`config.mk`:
```
export PLATFORM = sky130hd
export DESIGN_NAME = sdfes_root_cell
export DESIGN_NICKNAME = d
export VERILOG_FILES = /design/src/design/sdfes_pkg.sv /design/src/design/sdfes_root_cell.sv
export SDC_FILE = /design/constraint.sdc
export NUM_CORES = 1
export LEC_CHECK = 0
export ABC_AREA = 1
export BUFFER_PORTS_ARGS = -buffer_cell sky130_fd_sc_hd__clkbuf_2
export CORE_UTILIZATION = 40
export CTS_CLUSTER_DIAMETER = 150
export DETAILED_ROUTE_END_ITERATION = 10
export PLACE_DENSITY = 0.69
export SYNTH_ARGS = -nofsm -noshare
export SYNTH_HDL_FRONTEND = slang
export SYNTH_SLANG_ARGS = --single-unit
export TNS_END_PERCENT = 100
```
`constraint.sdc`:
```
create_clock -name clk_i -period 1.5 [get_ports clk_i]
set_input_delay 0.075 -clock clk_i [delete_from_list [all_inputs] [get_ports clk_i]]
set_output_delay 0.075 -clock clk_i [all_outputs]
set_load 0.005 [all_outputs]
```
`src/design/sdfes_pkg.sv`:
```
package sdfes_pkg;

  localparam int unsigned MAX_SAMPLES_DEF = 1024;
  localparam int unsigned PHI_W  = 32;
  localparam int unsigned EPS_W  = 31;
  localparam int unsigned CNT_W  = 11;
  localparam int unsigned SQ_W   = 64;
  localparam int unsigned ROOT_W = 32;
  localparam int unsigned REM_W  = 36;
  localparam int unsigned CFG_IDX_W = 2;
  localparam int unsigned RANK_DIV  = 20;
  localparam int unsigned RANK_SH   = 20;
  localparam int unsigned RANK_RCP  = ((1 << RANK_SH) + RANK_DIV - 1) / RANK_DIV;

  localparam logic [CFG_IDX_W-1:0] CFG_SIGN_EPS    = 2'd0;
  localparam logic [CFG_IDX_W-1:0] CFG_NEAR_BAND   = 2'd1;
  localparam logic [CFG_IDX_W-1:0] CFG_ALLOW_FALLB = 2'd2;

  typedef enum logic [2:0] {
    ST_IDLE,
    ST_EVAL,
    ST_SQ,
    ST_DIV_MEAN,
    ST_DIV_SQ,
    ST_SEL,
    ST_REPORT
  } state_e;

  typedef struct packed {
    logic               valid;
    logic [SQ_W-1:0]    rad;
    logic [REM_W-1:0]   rem;
    logic [ROOT_W-1:0]  root;
  } root_t;

endpackage

```
`src/design/sdfes_root_cell.sv`:
```
module sdfes_root_cell import sdfes_pkg::*; (
  input  logic  clk_i,
  input  logic  rst_ni,
  input  root_t cell_i,
  output root_t cell_o
);

  logic [REM_W-1:0]  rem_sh, trial;
  logic              ge;
  logic              valid_q;
  logic [SQ_W-1:0]   rad_q;
  logic [REM_W-1:0]  rem_q;
  logic [ROOT_W-1:0] root_q;

  assign rem_sh = {cell_i.rem[REM_W-3:0], cell_i.rad[SQ_W-1:SQ_W-2]};
  assign trial  = {2'b00, cell_i.root, 2'b01};
  assign ge     = rem_sh >= trial;

  always_ff @(posedge clk_i or negedge rst_ni) begin
    if (!rst_ni) begin
      valid_q <= 1'b0;
    end else begin
      valid_q <= cell_i.valid;
    end
  end

  always_ff @(posedge clk_i) begin
    rad_q  <= {cell_i.rad[SQ_W-3:0], 2'b00};
    rem_q  <= ge ? rem_sh - trial : rem_sh;
    root_q <= {cell_i.root[ROOT_W-2:0], ge};
  end

  assign cell_o = {valid_q, rad_q, rem_q, root_q};

endmodule

```
Yosys cells after proc, flatten, opt, wreduce, memory -nomap -nowiden
Index checks and enable logic that the tools add are counted.

operators by class
  add/sub/neg operators = 1
  $lt $le $gt $ge = 1
  mux-type cells = 1

operator list
  operator                        number
  >= comparator 36 x 34 -> 1 bit  1
  2-to-1 mux 36 bit               1
  subtractor 36 x 34 -> 36 bit    1

word-level totals
  register bits after elaboration = 131
  input bits = 135
  output and inout port bits = 133
  word-level logic and storage cells = 7

Depth between registers and ports, before layout
  depth in word-level cells = 2
  mapped depth = 16
  gate-level depth less buffers = 15

Worst setup path after synthesis
No wires, ideal clock.

  path kind = input -> register
  from = in cell_i[13] (netlist name)
  to = reg rem_q[17]
  setup time = 112 ps
  arrival = 1474 ps
  data required time = 1388 ps
  setup slack = -86 ps
  cell stages on the path = 13
  path buffers = 1
  cells stage by stage = inv_1 > ha_1 > nand2_2 > inv_1 > nand2_1 > nand2_1 > a21oi_1 > nand3_2 > nand3_4 > nand2_8 > buf_4 > nand2_1 > nand2_1

between the ends
  word-level cells in the longest chain between the ends = 2
  elaborated cells on any way between the ends = 3
  those cells by class = 1 x add/sub; 1 x order compare; 1 x mux

RTL lines
  item                                                                                   line                                          source
  from (decl)                                                                            sdfes_root_cell.sv:4                          input root_t cell_i,
  subtractor 36 x 34 -> 36 bit / >= comparator 36 x 34 -> 1 bit (equally long branches)  sdfes_root_cell.sv:29, sdfes_root_cell.sv:17
  2-to-1 mux 36 bit *                                                                    sdfes_root_cell.sv:29                         rem_q <= ge ? rem_sh - trial : rem_sh;
  to (signal assigned)                                                                   sdfes_root_cell.sv:29
  to (decl)                                                                              sdfes_root_cell.sv:12                         logic [REM_W-1:0] rem_q;

Every way passes the cells marked *; elsewhere a longest branch is shown, timed or not.

Worst setup path in the final report
  from = in cell_i[1] (netlist name)
  to = reg rem_q[16]

The elaborated chain is that of the path after synthesis.

==> results.md <==
* Status: complete, no violations
* Global-route wire length before repair at about 32 mm
* Share of layout cells above drive strength 1 at 0.346
* Post-synthesis adder-cell area fraction at 0.0716
* Via/cell ratio at roughly 4.4
* CP max FO at 5
* Yosys warning count at 0
* Routed vias at 6,757
* Post-route cell area at 10,600 um^2
* Hold path cells at 5
* Post-Synthesis Cells at approximately 830
* # H-tree levels at 4
* Total setup buffers inserted after CTS at 0
* Peak supply drop at around 0.8 mV
* Setup crit end kind: flop
* DR DRC count at 0
* RSZ-0062 raised after global routing: no
* Final hold viol count at 0
* Remaining global-route overflow at 0
* Vias in the first global route at 6,717
* Multiplexer area fraction after synthesis at 0
* Initial antenna violation count at 0
* Hold path startpoint: cell_i[130]
* Nets at around 1.5k
* DR iter-0 viols at ~250
* Hold EP: rem_q[0]
* Gr usage total at 0.283
* CTS Sinks at between 100 and 150
* FF+latch count, synth at 131
* Rows at 44
* Main combinational cell family by area after synthesis: simple AND/OR/NAND/NOR gates
* Clk pin slew, worst setup/hold paths at around 60 ps
* CP Data Arrival Time at about 1800 ps
* Tmin final at roughly 1400 ps
* Post-DP HPWL at 15.4 mm
* Top Ports at approximately 270
* Fill cells at around 1.1k
* DR WL met3 at 1.42 mm
* Core Area at between 10,000 and 15,000 um^2
* Area of the die at around 15,000 um^2
* Xor/xnor cell area share of the yosys netlist at 0.0265
* Synthesized area per cell at 7.20 um^2
* Slew Viols, Final at 0
* Max cap viols at 0
* Worst setup SP type: input pin
* Synth-to-layout area growth at 79.2%
* Fmax at between 700 and 800 MHz
* Finished Layout Cells at roughly 1.5k
* Die height at approximately 120 um
* Length of routed met2 wiring at around 11 mm
* HP Class: in2reg
* Power Density at around 1000 nW/um^2
* Crit Path Class: in2reg
* Post-Route WL at approximately 22 mm
* CP Data Required Time at around 1900 ps
* Post-synthesis sequential area ratio at 0.442
* Hold slack at between 40 and 50 ps
* CTS Buf Count at 17
* Starting Density at 0.409
* Post-route ant nets at 0
* Final Cycle Share at 0.948
* Final Util at 0.732
* Compound-Gate Fraction of Synth Area at 0.0404
* CTS tree: yes
* Max layer used: met4
* CTS root buffer: clkbuf_16
* Longest Clk Path Bufs at 2
* P_leak at 5.76 nW
* Met1 WL at around 8.9 mm
* Chip Width at roughly 120 um
* Mapped cell area at roughly 5900 um^2
* Drt wl/cell at between 10 and 15 um
* Final setup vio count at 0
* Diodes inserted at 0
* IO Port Bufs at 263
* Netlist cell types at 30
* First-pass DRT Iterations at 5
* Placed insts at 1,369
* Largest net degree at the start of global routing at 37
* Routability congestion estimate at between 0.9 and 1
* Post-Place Cell Area at 8630 um^2
* Critical path startpoint: cell_i[1]
* Post-Synth Simple-Gate Area at 0.317
## Yosys cell counts, drive strengths merged
library cell	instances	area share
xnor2	1	0.0015
a21oi	30	0.027
a21o	1	0.0013
nor2	65	0.045
nand4	3	0.0032
inv	136	0.087
buf	9	0.015
nand3b	12	0.015
nor3	8	0.0067
o211ai	1	0.0013
dfxtp	130	0.44
nand3	37	0.034
xor2	17	0.025
conb	1	0.00063
ha	34	0.072
nand2	327	0.21
o21ai	6	0.0051
and2	1	0.0011
o21bai	5	0.0063
dfrtp	1	0.0042
## cells in the final DEF, fill, tap and decap left out, drive strengths merged, types with 5 or more instances in the layout
cell type and count:
nand3b 12, xor2 17, inv 140, nor3 8
clkbuf 282, nand3 37, o21ai 6, ha 34
nor2 65, clkinv 5, dlygate4sd3 131, nand2 327
a21oi 30, o21bai 5, dfxtp 130, buf 105
## flip-flops by register name, summed over array words and instances, names as in the netlist
name	flops
rem_q	36
valid_q	1
root_q	32
rad_q	62
## worst max path at each step
stage	end	slack, ps	cells after the start
2_1_floorplan	rem_q[33]	0.4	14
5_1_grt	rem_q[4]	3	12
3_5_place_dp	rem_q[16]	-410	13
6_report	rem_q[16]	80	13
3_3_place_gp	rem_q[16]	-390	13
4_1_cts	rem_q[16]	20	13
## where the power goes
| group | switching (mW) | internal [mW] | leakage [nW] |
|---|---|---|---|
| sequential | 0.0946 | 3.81 | 1.11 |
| clock | 1.63 | 2.64 | 0.293 |
| combinational | 1.33 | 1.41 | 4.35 |
| total | 3.06 | 7.86 | 5.76 |
## routing by layer
layer,up-vias,GRT usage
met1,2990,0.306
met2,212,0.528
met3,35,0.0641
met4,0,0.110
met5,-,0
li1,3520,-
## cell families (layout without fill, tap and decap cells)
family          count (synthesis)  after routing
compound gates                 43             43
xor+xnor                       18             18
fa+ha+maj                      34             34
buf+inv                       145            668
flops                         131            131
other cells                     1              2
simple gates                  453            453
## worst max-delay path, stage by stage
cell and delay [ps]:
clkbuf_2 90, inv_1 40, ha_2 360, nand2_1 120, o21ai_4 200, nand2_1 70, nand2_1 130, nand2_1 70
nand2_1 170, buf_4 150, xor2_1 150, nand2_1 80, nand2_1 60
## metrics by stage
stage                     setup WS (ps)  TNS (ps)  total power [mW]
final                              77.8         0              10.9
after floorplan                   0.385         0              5.17
after global routing               3.24         0              11.5
after global placement             -392    -11390              6.34
after CTS                          17.0         0              10.9
after detailed placement           -411    -12610              6.36
## repair_timing
action	4_1_cts	5_1_grt
hold endpoints to repair	130	0
setup endpoints to repair	0	24
resized for setup	0	16
hold buffers	131	0
## final cells by class
cell class	instances	area, um^2	area share
repair buffers	500	3500	0.329
clock inverters	14	179	0.0168
clock buffers	18	429	0.0403
flip-flops and latches	131	2630	0.247
multi-input cells	550	3160	0.297
inverters	136	515	0.0484
well taps	184	230	0.0216
No activity file was read; power rests on OpenSTA's default activity.
