===== config.mk =====
export PLATFORM = sky130hd
export DESIGN_NAME = sdfes_div
export DESIGN_NICKNAME = d
export VERILOG_FILES = /design/src/design/sdfes_pkg.sv /design/src/design/sdfes_div.sv
export SDC_FILE = /design/constraint.sdc
export NUM_CORES = 1
export LEC_CHECK = 0
export BUFFER_PORTS_ARGS = -buffer_cell sky130_fd_sc_hd__buf_2
export CAP_MARGIN = 15
export CORE_MARGIN = 8
export CORE_UTILIZATION = 25
export CTS_CLUSTER_SIZE = 14
export DETAILED_ROUTE_END_ITERATION = 12
export PLACE_DENSITY = 0.49
export SLEW_MARGIN = 20
export SYNTH_ARGS = -nofsm -noshare
export SYNTH_HDL_FRONTEND = slang
export SYNTH_SLANG_ARGS = --single-unit
export TNS_END_PERCENT = 50

===== constraint.sdc =====
create_clock -name clk_i -period 2.93 [get_ports clk_i]
set_clock_uncertainty 0.1 [all_clocks]
set_input_delay 0.586 -clock clk_i [delete_from_list [all_inputs] [get_ports clk_i]]
set_output_delay 0.586 -clock clk_i [all_outputs]
set_load 0.03 [all_outputs]

===== src/design/sdfes_pkg.sv =====
package sdfes_pkg;

  localparam int unsigned MAX_SAMPLES_DEF = 1024;
  localparam int unsigned PHI_W  = 32;
  localparam int unsigned EPS_W  = 31;
  localparam int unsigned CNT_W  = 11;
  localparam int unsigned SQ_W   = 64;
  localparam int unsigned ROOT_W = 32;
  localparam int unsigned REM_W  = 36;
  localparam int unsigned CFG_IDX_W = 2;
  localparam int unsigned RANK_DIV  = 20;
  localparam int unsigned RANK_SH   = 20;
  localparam int unsigned RANK_RCP  = ((1 << RANK_SH) + RANK_DIV - 1) / RANK_DIV;

  localparam logic [CFG_IDX_W-1:0] CFG_SIGN_EPS    = 2'd0;
  localparam logic [CFG_IDX_W-1:0] CFG_NEAR_BAND   = 2'd1;
  localparam logic [CFG_IDX_W-1:0] CFG_ALLOW_FALLB = 2'd2;

  typedef enum logic [2:0] {
    ST_IDLE,
    ST_EVAL,
    ST_SQ,
    ST_DIV_MEAN,
    ST_DIV_SQ,
    ST_SEL,
    ST_REPORT
  } state_e;

  typedef struct packed {
    logic               valid;
    logic [SQ_W-1:0]    rad;
    logic [REM_W-1:0]   rem;
    logic [ROOT_W-1:0]  root;
  } root_t;

endpackage


===== src/design/sdfes_div.sv =====
module sdfes_div import sdfes_pkg::*; #(
  parameter int unsigned DivW = 11
) (
  input  logic            clk_i,
  input  logic            rst_ni,
  input  logic            start_i,
  input  logic [SQ_W-1:0] dividend_i,
  input  logic [DivW-1:0] divisor_i,
  output logic            done_o,
  output logic [SQ_W-1:0] quotient_o
);

  localparam int unsigned StepW = $clog2(SQ_W);

  logic             busy_q, done_q;
  logic [StepW-1:0] cnt_q;
  logic [SQ_W-1:0]  num_q;
  logic [DivW-1:0]  rem_q, den_q;
  logic [DivW:0]    rem_sh, rem_sub;
  logic             ge;

  assign rem_sh  = {rem_q, num_q[SQ_W-1]};
  assign ge      = rem_sh >= {1'b0, den_q};
  assign rem_sub = rem_sh - {1'b0, den_q};

  always_ff @(posedge clk_i or negedge rst_ni) begin
    if (!rst_ni) begin
      busy_q <= 1'b0;
      done_q <= 1'b0;
      cnt_q  <= '0;
    end else begin
      done_q <= 1'b0;
      if (start_i && !busy_q) begin
        busy_q <= 1'b1;
        cnt_q  <= '0;
      end else if (busy_q) begin
        cnt_q <= cnt_q + 1'b1;
        if (cnt_q == StepW'(SQ_W - 1)) begin
          busy_q <= 1'b0;
          done_q <= 1'b1;
        end
      end
    end
  end

  always_ff @(posedge clk_i) begin
    if (start_i && !busy_q) begin
      num_q <= dividend_i;
      den_q <= divisor_i;
      rem_q <= '0;
    end else if (busy_q) begin
      num_q <= {num_q[SQ_W-2:0], ge};
      rem_q <= ge ? rem_sub[DivW-1:0] : rem_sh[DivW-1:0];
    end
  end

  assign done_o     = done_q;
  assign quotient_o = num_q;

endmodule


Word-level counts from Yosys, hierarchy flattened
Index checks and enable logic that the tools add are counted.
{"block": "word_totals", "ff_bits": 94, "out_inout_bits": 65}
{"block": "classes", "mux": 11, "eq_ne": 1, "n_lt_le_gt_ge": 1, "addsub": 2, "n_reduce_logical": 3}
{"cell": "$mux 64", "count": 2}
{"cell": "$ge 12x11->1", "count": 1}
{"cell": "$mux 6", "count": 2}
{"cell": "$mux 11", "count": 1}
{"cell": "$sub 11x11->11", "count": 1}
{"cell": "$add 6x1->6 const B", "count": 1}
{"cell": "$eq 6x6->1 const B", "count": 1}
{"cell": "$mux 1", "count": 6}
{"cell": "$reduce_bool 2->1", "count": 1}
{"cell": "$logic_and 1x1->1", "count": 1}
{"cell": "$logic_not 1->1", "count": 1}

Logic depth before layout (Yosys ltp)
{"block": "logic_depth", "ltp_word": 4, "depth_mapped": 11, "ltp_nobuf": 9}

Least setup slack after synthesis
No wires, ideal clock.
{"block": "synth_path", "path_type": "input port to flip-flop", "start": "input start_i", "end": "register num_q[0] (netlist: quotient_o[0]), enable pin", "n_path_buf": 1, "setup_ns": 0.418, "path_stages": 3, "t_arrival_ns": 2.124, "slack_ns": 0.288, "cell_sequence": "nor2_1 -> clkbuf_1 -> inv_1"}
{"block": "synth_between", "elab_chain_len": 2}
{"element": "start, declared", "line": "sdfes_div.sv:6", "rtl": "input logic start_i,"}
{"element": "$logic_and 1x1->1", "line": "sdfes_div.sv:47", "rtl": "if (start_i && !busy_q) begin"}
{"element": "$reduce_bool 2->1 (no source line)"}
{"element": "end signal, assigned", "line": "sdfes_div.sv:48", "rtl": "num_q <= dividend_i;"}
{"element": "end signal, assigned", "line": "sdfes_div.sv:52", "rtl": "num_q <= {num_q[SQ_W-2:0], ge};"}
{"element": "end, declared", "line": "sdfes_div.sv:17", "rtl": "logic [SQ_W-1:0] num_q;"}
No other way between the ends.
A chain may end at the register's enable or synchronous reset.

Worst setup path in the final report
{"block": "layout_path", "start": "register num_q[63] (netlist: quotient_o[63])", "end": "register rem_q[3]"}
{"block": "layout_between", "elab_chain_len": 2}
{"element": "$sub 11x11->11 / $ge 12x11->1 (equally long branches)", "line": "sdfes_div.sv:24, sdfes_div.sv:23"}
{"element": "$mux 11 *", "line": "sdfes_div.sv:53", "rtl": "rem_q <= ge ? rem_sub[DivW-1:0] : rem_sh[DivW-1:0];"}
{"element": "end signal, assigned", "line": "sdfes_div.sv:53"}
{"element": "end, declared", "line": "sdfes_div.sv:18", "rtl": "logic [DivW-1:0] rem_q, den_q;"}
Every way passes the cells marked *; elsewhere a longest branch is shown, timed or not.

==> flow_summary.json <==
{
  "syn_area_sq_mm": 0.00440,
  "nets": 675,
  "gr-total-overflow": 0,
  "synth_cell_types": 45,
  "synth_fa_ha_area_frac": 0.0386,
  "synth_xor_area_frac": 0.0139,
  "num_vias": 3585,
  "area_growth_pct": 28.8,
  "drv_cap": 0,
  "drc": 0,
  "port_buffers": 142,
  "layout_common_cells": "204 x nand2_1, 142 x buf_2, 75 x edfxtp_1",
  "setup_viol": 0,
  "dr.pass1.iters": 5,
  "placed_cell_area_sq_mm": 0.00537,
  "reg2regPathDepth": 9,
  "syn_area_per_cell_sq_um": 9.92,
  "pin_count": 143,
  "cts_buffers": 9,
  "synth_async_sr_flop_share": 0.0851,
  "diodes": 0,
  "synth_compound_area_frac": 0.0776,
  "synthMuxAreaShare": 0.00909,
  "clock-sinks": 94,
  "layout-drive-gt1-share": 0.287,
  "power_density_mw_per_mm2": 1200,
  "syn_inst": 444,
  "synth_edf_count": 75,
  "status": "completed",
  "grt_antenna_before_repair": 1,
  "wl_um": 12300,
  "initial_core_util": 0.256,
  "die_area_sq_mm": 0.0221,
  "layout.cells.most_common": "nand2_1",
  "via_per_inst": 4.40,
  "grt_max_degree": 66,
  "slew_viol_final": 0,
  "hpwl_um": 8920,
  "start_kind": "register",
  "critPathMaxFanout": 17,
  "fin_util": 0.329,
  "yosys_register_bits": 94,
  "fp.dieW_um": 149,
  "gp_congestion": 0.761,
  "tns_ps": 0,
  "cts_resized": 0,
  "synthFlopType": "edfxtp_1",
  "holdPathStages": 1,
  "grt_usage": 0.112,
  "peakVddDrop_mv": 0.437,
  "grt_pass1_vias": 3711,
  "worstPathArrival_ps": 2790,
  "design_area_sq_mm": 0.00567,
  "slew_headroom": 0.514,
  "drtAntennaViolNets": 0,
  "cts_max_level": 3,
  "synth_fp_nets": 535,
  "fmax_mhz": 374,
  "grt_first_pass_wirelength_um": 19500,
  "synth_top_family_by_area": "simple AND/OR/NAND/NOR gates",
  "final.min_clock_period_ps": 2680,
  "row_count": 48,
  "crit_path_end_kind": "register",
  "rsz0062_at_grt": "no",
  "drt_iter0_drc": 149,
  "leakagePower_nw": 2.68,
  "clockBufferDepth": 2,
  "clk_latency_ps": 340,
  "core_sq_mm": 0.0172,
  "clock-root-buffer": "clkbuf_16",
  "worstPathRequired_ps": 3040,
  "cts_tree": "built",
  "tightestPinTransition_ps": 729,
  "yosys_warnings": 0,
  "synthSimpleGateAreaFrac": 0.217,
  "synth-seq-area-share": 0.607,
  "clk_pin_slew_worst_paths_ps": 70,
  "path_class": "register to register",
  "die_h_um": 149,
  "finalHoldViolCount": 0,
  "hp-class": "input port to register",
  "wl_per_cell_um": 15.1,
  "timing.final.crit_share": 0.913
}
[per-stage QoR]
stage          setup WS (ps)  cells  power [mW]  hold slack, ps
2_1_floorplan            288    444        4.83             190
3_3_place_gp             361    797        5.63             336
3_5_place_dp             275    797        5.70             337
4_1_cts                  282    814        6.92             298
5_1_grt                 50.2    814        7.31             303
6_report                 254    814        6.82             321
[cell usage after synthesis, types with 2 or more instances]
cell type	number	area, sq um
xnor2_1	4	35.0
nor2_1	14	52.6
o211ai_1	2	15.0
nand2_1	205	769
dfxtp_1	11	220
nor3_1	3	15.0
nand2b_1	2	12.5
xor2_1	3	26.3
o31a_1	2	17.5
o21a_1	3	22.5
o311ai_0	2	17.5
a32oi_1	6	52.6
dfrtp_1	8	200
mux2i_1	4	40.0
edfxtp_1	75	2250
o31ai_1	3	22.5
nand3_1	6	30.0
ha_1	12	150
clkbuf_1	14	52.6
o21ai_1	4	20.0
a21oi_1	5	25.0
buf_1	3	11.3
o21ai_0	13	65.1
inv_1	17	63.8
nand4_1	3	18.8
[registers in the layout (all words and copies together), names as in the netlist]
name        count
quotient_o     64
den_q          11
rem_q          11
cnt_q           6
busy_q          1
done_o          1
[cell type report]
| cell class | instances | area, sq um |
|---|---|---|
| multi-input combinational | 313 | 1570 |
| sequential | 94 | 2670 |
| fill | 1776 | 11600 |
| inverter | 17 | 63.8 |
| tap | 225 | 282 |
| clock inverter | 5 | 58.8 |
| clock buffer | 11 | 233 |
| timing repair buffer | 149 | 791 |
[cell families (layout without fill, tap and decap cells)]
kind of cell	Yosys count	after routing
AND/OR/NAND/NOR	240	240
flip-flops	94	94
AO/OA/AOI/OAI	49	49
buffers and inverters	37	182
adder cells (fa/ha/maj)	13	13
XOR/XNOR	7	7
multiplexers	4	4
[metal layers]
metal / vias up / GRT usage / routed length (um)
li1: 1784 / - / -
met2: 124 / 0.179 / 5610
met5: - / 0 / 13
met3: 17 / 0.0464 / 1110
met1: 1658 / 0.133 / 5390
met4: 2 / 0.0424 / 171
[critical path, cell delays in order (launching register included)]
cell      delay (ps)
edfxtp_1         400
inv_1             90
ha_1             190
fa_1             260
nor2b_4           50
o31a_2           310
o21ai_2          240
a211o_1          550
mux2i_1          260
o21ai_0           90
[power by group]
group          switching (mW)  internal (mW)  total (mW)  leakage, nW
clock network           0.520          0.665        1.18        0.138
registers               0.379           2.21        2.59        0.985
logic                    2.02           1.02        3.04         1.56
total                    2.92           3.90        6.82         2.68
[repair_timing]
action | CTS | global route
hold buffers | 1 | 0
endpoints found under the hold margin | 8 | 0
setup endpoints to repair | 0 | 0
buffers inserted | 0 | 0
[path summary, 6_finish.rpt]
path | end | start | slack (ps)
min | den_q[10]$_DFFE_PP_ | divisor_i[10] | 320
max reg2reg | rem_q[3]$_SDFFE_PP0P_ | quotient_o[63]$_DFFE_PP_ | 250
max in group asynchronous | cnt_q[0]$_DFFE_PN0P_ | rst_ni | 2060
min in group asynchronous | done_o$_DFF_PN0_ | rst_ni | 510
min reg2reg | cnt_q[5]$_DFFE_PN0P_ | cnt_q[5]$_DFFE_PN0P_ | 400
max | rem_q[3]$_SDFFE_PP0P_ | quotient_o[63]$_DFFE_PP_ | 250
No activity file was read; power rests on OpenSTA's default activity.
